### src/rtl/frac_pkg.sv
package frac_pkg;

    localparam int DW          = 32;
    localparam int EXP_W       = 4;
    localparam int REQ_W       = 3;
    localparam int IN_WIDTH_DEF = 16;
    localparam int MAX_EXP_DEF  = 15;
    localparam int FIFO_DEPTH  = 2;
    localparam int OUT_FIELDS_W = 4 * DW + 1;
    localparam int M_DATA_W    = ((OUT_FIELDS_W + 7) / 8) * 8;

    localparam logic [REQ_W-1:0] REQ_ADD    = 3'd0;
    localparam logic [REQ_W-1:0] REQ_SUB    = 3'd1;
    localparam logic [REQ_W-1:0] REQ_MUL    = 3'd2;
    localparam logic [REQ_W-1:0] REQ_DIV    = 3'd3;
    localparam logic [REQ_W-1:0] REQ_POW    = 3'd4;
    localparam logic [REQ_W-1:0] REQ_REDUCE = 3'd5;

    typedef enum logic [2:0] {
        K_ADDEQ = 3'd0,
        K_CROSS = 3'd1,
        K_MUL   = 3'd2,
        K_DIV   = 3'd3,
        K_POW   = 3'd4,
        K_RED   = 3'd5,
        K_NONE  = 3'd6
    } kind_t;

    typedef struct packed {
        kind_t              kind;
        logic               sub;
        logic [EXP_W-1:0]   exp_cnt;
        logic signed [DW-1:0] na;
        logic signed [DW-1:0] da;
        logic signed [DW-1:0] nb;
        logic signed [DW-1:0] db;
    } job_t;

endpackage

### src/rtl/frac_front.sv
module frac_front #(
    parameter int IN_WIDTH = frac_pkg::IN_WIDTH_DEF,
    parameter int MAX_EXP  = frac_pkg::MAX_EXP_DEF,
    localparam int S_FIELDS_W = frac_pkg::REQ_W + 4 * IN_WIDTH + frac_pkg::EXP_W,
    localparam int S_DATA_W   = ((S_FIELDS_W + 7) / 8) * 8
) (
    input  logic                 aclk,
    input  logic                 aresetn,
    input  logic                 s_tvalid,
    output logic                 s_tready,
    input  logic [S_DATA_W-1:0]  s_tdata,
    output logic                 q_valid,
    input  logic                 q_ready,
    output frac_pkg::job_t       q_job
);
    import frac_pkg::*;

    localparam int NA_LO  = REQ_W;
    localparam int DA_LO  = NA_LO + IN_WIDTH;
    localparam int NB_LO  = DA_LO + IN_WIDTH;
    localparam int DB_LO  = NB_LO + IN_WIDTH;
    localparam int EXP_LO = DB_LO + IN_WIDTH;

    job_t             fifo_reg [FIFO_DEPTH];
    logic             wr_ptr_reg, wr_ptr_next;
    logic             rd_ptr_reg, rd_ptr_next;
    logic [1:0]       count_reg, count_next;
    job_t             job_in;
    logic [REQ_W-1:0] req;
    logic [EXP_W-1:0] exp_raw;
    logic             push, pop;

    always_comb begin
        req          = s_tdata[REQ_W-1:0];
        exp_raw      = s_tdata[EXP_LO +: EXP_W];
        job_in.na    = DW'($signed(s_tdata[NA_LO +: IN_WIDTH]));
        job_in.da    = DW'($signed(s_tdata[DA_LO +: IN_WIDTH]));
        job_in.nb    = DW'($signed(s_tdata[NB_LO +: IN_WIDTH]));
        job_in.db    = DW'($signed(s_tdata[DB_LO +: IN_WIDTH]));
        job_in.sub   = (req == REQ_SUB);
        job_in.exp_cnt = (int'(exp_raw) > MAX_EXP) ? EXP_W'(MAX_EXP) : exp_raw;
        case (req)
            REQ_ADD, REQ_SUB: job_in.kind = (job_in.da == job_in.db) ? K_ADDEQ : K_CROSS;
            REQ_MUL:          job_in.kind = K_MUL;
            REQ_DIV:          job_in.kind = K_DIV;
            REQ_POW:          job_in.kind = K_POW;
            REQ_REDUCE:       job_in.kind = K_RED;
            default:          job_in.kind = K_NONE;
        endcase
    end

    assign s_tready = (count_reg != 2'(FIFO_DEPTH));
    assign q_valid  = (count_reg != 2'd0);
    assign q_job    = fifo_reg[rd_ptr_reg];
    assign push     = s_tvalid && s_tready;
    assign pop      = q_valid && q_ready;

    always_comb begin
        wr_ptr_next = push ? ~wr_ptr_reg : wr_ptr_reg;
        rd_ptr_next = pop ? ~rd_ptr_reg : rd_ptr_reg;
        count_next  = count_reg + 2'(push) - 2'(pop);
    end

    always_ff @(posedge aclk) begin
        if (!aresetn) begin
            wr_ptr_reg <= 1'b0;
            rd_ptr_reg <= 1'b0;
            count_reg  <= 2'd0;
        end else begin
            wr_ptr_reg <= wr_ptr_next;
            rd_ptr_reg <= rd_ptr_next;
            count_reg  <= count_next;
        end
    end

    always_ff @(posedge aclk) begin
        if (push) begin
            fifo_reg[wr_ptr_reg] <= job_in;
        end
    end

`ifndef SYNTHESIS
    a_count_bound: assert property (@(posedge aclk) disable iff (!aresetn)
        count_reg <= 2'(FIFO_DEPTH)) else $error("queue count out of range");
    a_pop_only: assert property (@(posedge aclk) disable iff (!aresetn)
        (pop && !push) |=> count_reg == $past(count_reg) - 2'd1)
        else $error("queue count did not drop on read");
    a_ptrs_full: assert property (@(posedge aclk) disable iff (!aresetn)
        (count_reg == 2'(FIFO_DEPTH)) |-> (wr_ptr_reg == rd_ptr_reg))
        else $error("queue pointers inconsistent when full");
`endif

endmodule

### config.mk
export PLATFORM = sky130hd
export DESIGN_NAME = frac_front
export DESIGN_NICKNAME = d
export VERILOG_FILES = /design/src/rtl/frac_pkg.sv /design/src/rtl/frac_front.sv
export SDC_FILE = /design/constraint.sdc
export NUM_CORES = 1
export LEC_CHECK = 0
export BUFFER_PORTS_ARGS = -buffer_cell sky130_fd_sc_hd__buf_2
export CAP_MARGIN = 20
export CORE_ASPECT_RATIO = 0.5
export CORE_MARGIN = 4
export CORE_UTILIZATION = 56
export CTS_BUF_LIST = sky130_fd_sc_hd__clkbuf_2 sky130_fd_sc_hd__clkbuf_4 sky130_fd_sc_hd__clkbuf_8
export DETAILED_ROUTE_END_ITERATION = 8
export MAX_ROUTING_LAYER = met4
export PLACE_DENSITY = 0.87
export SLEW_MARGIN = 20
export SYNTH_ARGS = -nofsm -noshare
export SYNTH_HDL_FRONTEND = slang
export SYNTH_SLANG_ARGS = --single-unit
### constraint.sdc
create_clock -name aclk -period 7.7 [get_ports aclk]
set_clock_uncertainty 0.2 [all_clocks]
set_input_delay 1.155 -clock aclk [delete_from_list [all_inputs] [get_ports aclk]]
set_output_delay 1.155 -clock aclk [all_outputs]
set_load 0.01 [all_outputs]
After elaboration in Yosys (flattened, before gate mapping)
Memories as Yosys holds them, arrays and structs flattened. A register that Yosys moved wholly into a read port is not among the register bits.
Index checks and enable logic that the tools add are counted.
{"block": "totals", "ff_bits": 4, "ramBits": 272, "input_bits": 76, "output_inout_bits": 138, "wordCells": 26, "mem_count": 1}
{"name": "fifo_reg", "depth": 2, "width": 136, "rd": 1, "rd_clocked_by_memory_dff": 1, "wr": 1, "line": "frac_front.sv:24", "source": "job_t fifo_reg [FIFO_DEPTH];"}
{"block": "op_classes", "add_sub_neg": 2, "n_eq_ne": 7, "muxes": 6, "n_bitwise": 2, "n_reduce_logical": 5}
{"operator": "$eq 16x16->1", "count": 1}
{"operator": "$pmux 3 s5", "count": 1}
{"operator": "$eq 3x2->1 const B", "count": 2}
{"operator": "$eq 3x3->1 const B", "count": 2}
{"operator": "$mux 1", "count": 5}
{"operator": "$eq 3x1->1 const B", "count": 1}
{"operator": "$logic_not 3->1", "count": 1}
{"operator": "$add 2x1->2", "count": 1}
{"operator": "$logic_and 1x1->1", "count": 2}
{"operator": "$ne 2x2->1 const B", "count": 1}
{"operator": "$not 1->1", "count": 2}
{"operator": "$reduce_bool 2->1", "count": 1}
{"operator": "$reduce_or 2->1", "count": 1}
{"operator": "$sub 2x1->2", "count": 1}

Longest topological paths before layout
{"block": "depth", "word_depth": 4, "depth_mapped": 8, "ltp_nobuf": 8}

Least setup slack after synthesis
Ideal clock, no wire load.
{"block": "synth_path", "kind": "input port to flip-flop", "startpoint": "input s_tvalid", "endpoint": "memory fifo_reg[0][0] in the netlist's numbering (enable)", "setup_time_ps": 503, "arrival_ps": 4258, "required_time_ps": 6997, "slack_ps": 2740, "cell_stages": 2, "path_buffers": 0, "cell_sequence": "nand2_1 nor2_1"}
{"block": "synth_between", "elab_chain_len": 3}
{"item": "from (decl)", "line": "frac_front.sv:9", "source": "input logic s_tvalid,"}
{"item": "$logic_and 1x1->1", "line": "frac_front.sv:55", "source": "assign push = s_tvalid && s_tready;"}
{"item": "$mux 1", "line": "frac_front.sv:77", "source": "if (push) begin"}
{"item": "$mux 1 (not written as such)", "line": "frac_front.sv:78", "source": "fifo_reg[wr_ptr_reg] <= job_in;"}
{"item": "to (decl)", "line": "frac_front.sv:24"}
Every way passes these cells.

==> results.yml <==
critical_path:
  start_kind: "flip-flop"
  path_buf_inv: 2
  r2r-start: "count_reg[0]"
  worstPathCellList: "buf_4 -> mux2_4 -> buf_2"
  cpMaxStageDelayCell: "buf_4"
  path_max_fanout: 52
  r2r_cells: 4
  cp_data_arrival_time_ps: 2460
  cp.required_ps: 6340
  max_stage_delay_ps: 820
  r2r_slack_ps: 5260
  crit_family: "buffers and inverters"
  path_class: "flip-flop to primary output"
  end_kind: "primary output"
  worstReg2RegEnd: "fifo_reg[0][95]"
yosys:
  synth_edf_count: 144
  async_flop_share_pct: 0
  avgSynthCellArea_um2: 18.90
  synthCells: 339
  synth.net_count: 417
  netlist_area_um2: 6409
  synth-seq-area-share_pct: 69.04
  ys.flop_type: "edfxtp_1"
  ys_seq_elements: 149
  ys_warn_count: 0
  ys_types: 26
route:
  wl_per_cell_um: 17.66
  drt_iter0_markers: 115
  viasPerCell: 4.931
  antenna_left: 0
  dr.pass1.iters: 4
  drc: 0
  wl_um: 11590
  num_vias: 3235
clock_tree:
  clock_sinks: 149
  postCtsSetupBuffers: 0
  cts-root-buf: "clkbuf_8"
  cts_hold_buf: 0
  cts_buffer_depth: 2
  post_cts_resize_count: 0
  clock_latency_ps: 410
  cts_made_buffers: 17
  clkTransAtPathRegs_ps: 80
  h-tree-depth: 4
  cts_tree: "done"
run_status:
  status: "finished clean"
global_route:
  grt_start_max_net_pins: 73
  grt_pass1_vias: 3403
  grt_pass1_wl_um: 17910
  grt_use_total_pct: 18.01
  grt.overflow.total: 0
  antenna_found_initial: 0
pwr:
  finalPower_uw: 2527
  ir_drop_mv: 0.2871
  leakagePower_uw: 0.003081
  power_density_nw_per_um2: 334.6
place:
  hpwlAfterDp_um: 7897
  portBuffers: 212
  pre_cts_ws_ps: 4296
  gp_congestion: 0.7274
sta:
  tns_ps: 0
  fin_crit_ps: 3811
  slew_headroom_pct: 30.51
  fin_crit_sh_pct: 49.50
  finalSetupViolCount: 0
  final-hold-violation-count: 0
  fmax_mhz: 262.4
  setup_ws_ps: 3889
  rsz0062_at_grt: "false"
  finalMaxSlewViolations: 0
  worstMarginPinSlew_ps: 1042
layout:
  fin_nets: 576
  syn_to_final_growth_pct: 17.83
  layout_common_cells: "buf_2 (212), edfxtp_1 (144), mux2_4 (70), clkbuf_8 (20), xnor2_1 (18)"
  mostFrequentLayoutCell: "buf_2"
  n_antenna_cell: 0
  largest_reg_flops: 144
  drive_gt1_share_pct: 62.82
hold_path:
  worst_hold_startpoint: "rd_ptr_reg"
  hold_path_depth: 2
  min_path_type: "flip-flop to flip-flop"
floorplan:
  core_area_um2: 11080
  die_height_um: 83.65
  ios: 214
  initial_core_util_pct: 57.84
  rows: 27
  dieArea_um2: 13320
  fp.dieW_um: 159.3
job:
  maxCapViolCount: 0
==> cells by family after synthesis <==
family          after synthesis  synth area share (%)
compound gates                1               0.07802
xor+xnor                     20                 2.851
fa+ha+maj                     3                0.5466
buf+inv                      76                 9.079
flops                       149                 69.04
mux                          72                 16.75
simple gates                 18                 1.660
==> worst register-to-register path, cell delays in order, from the launching register on <==
cell,delay (ps)
dfxtp_1,370
nand2b_1,150
nand2_1,150
nor2_4,460
buf_4,710
==> Yosys cell counts, drive strengths merged (2+ instances only) <==
cell | n | area [µm²]
xnor2 | 19 | 173.9
nand4 | 3 | 18.77
dfxtp | 5 | 100.1
clkbuf | 2 | 7.510
buf | 72 | 566.8
nor3 | 2 | 10.01
inv | 2 | 7.510
edfxtp | 144 | 4324
ha | 2 | 25.02
mux2 | 72 | 1074
and2 | 4 | 27.53
nor2b | 2 | 12.51
==> power by group <==
part / internal (µW) / leakage, µW / switching, µW
logic: 386 / 0.00146 / 400
clock network: 384 / 0.000229 / 274
registers: 1030 / 0.00139 / 51.3
==> worst max-delay path by stage <==
stage	endpoint	slack, ps	cells after the start
final	q_job[94]	3890	3
after global routing	q_job[55]	3710	3
after global placement	q_job[91]	4300	3
after floorplan	fifo_reg[0][0]	2740	2
after detailed placement	q_job[51]	4300	3
after CTS	q_job[51]	3830	3
==> area by class of cell <==
type / count / area (µm²)
fill: 785 / 3530
sequential: 149 / 4428
timing repair buffer: 214 / 1076
multi-input combinational: 114 / 1415
tap: 145 / 181.4
clock buffer: 22 / 290.3
inverter: 2 / 7.507
clock inverter: 10 / 152.6
==> stage by stage <==
stage          util (%)  cells  hold slack, ps  instance area, µm²
2_1_floorplan         -    339           327.4                6409
3_3_place_gp      64.15    624           336.9                7108
3_5_place_dp      64.15    624           345.8                7108
4_1_cts           68.15    656           362.8                7551
5_1_grt           68.15    656           385.8                7551
6_report          68.15    656           354.5                7551
==> routing by layer <==
metal | wire length [µm] | up-vias | track usage, %
met5 | 0 | - | -
li1 | - | 1508 | -
met2 | 6347 | 113 | 32.44
met3 | 580 | 18 | 4.736
met1 | 4445 | 1596 | 19.32
met4 | 212 | 0 | 6.693
(Power assumes the default switching activity.)
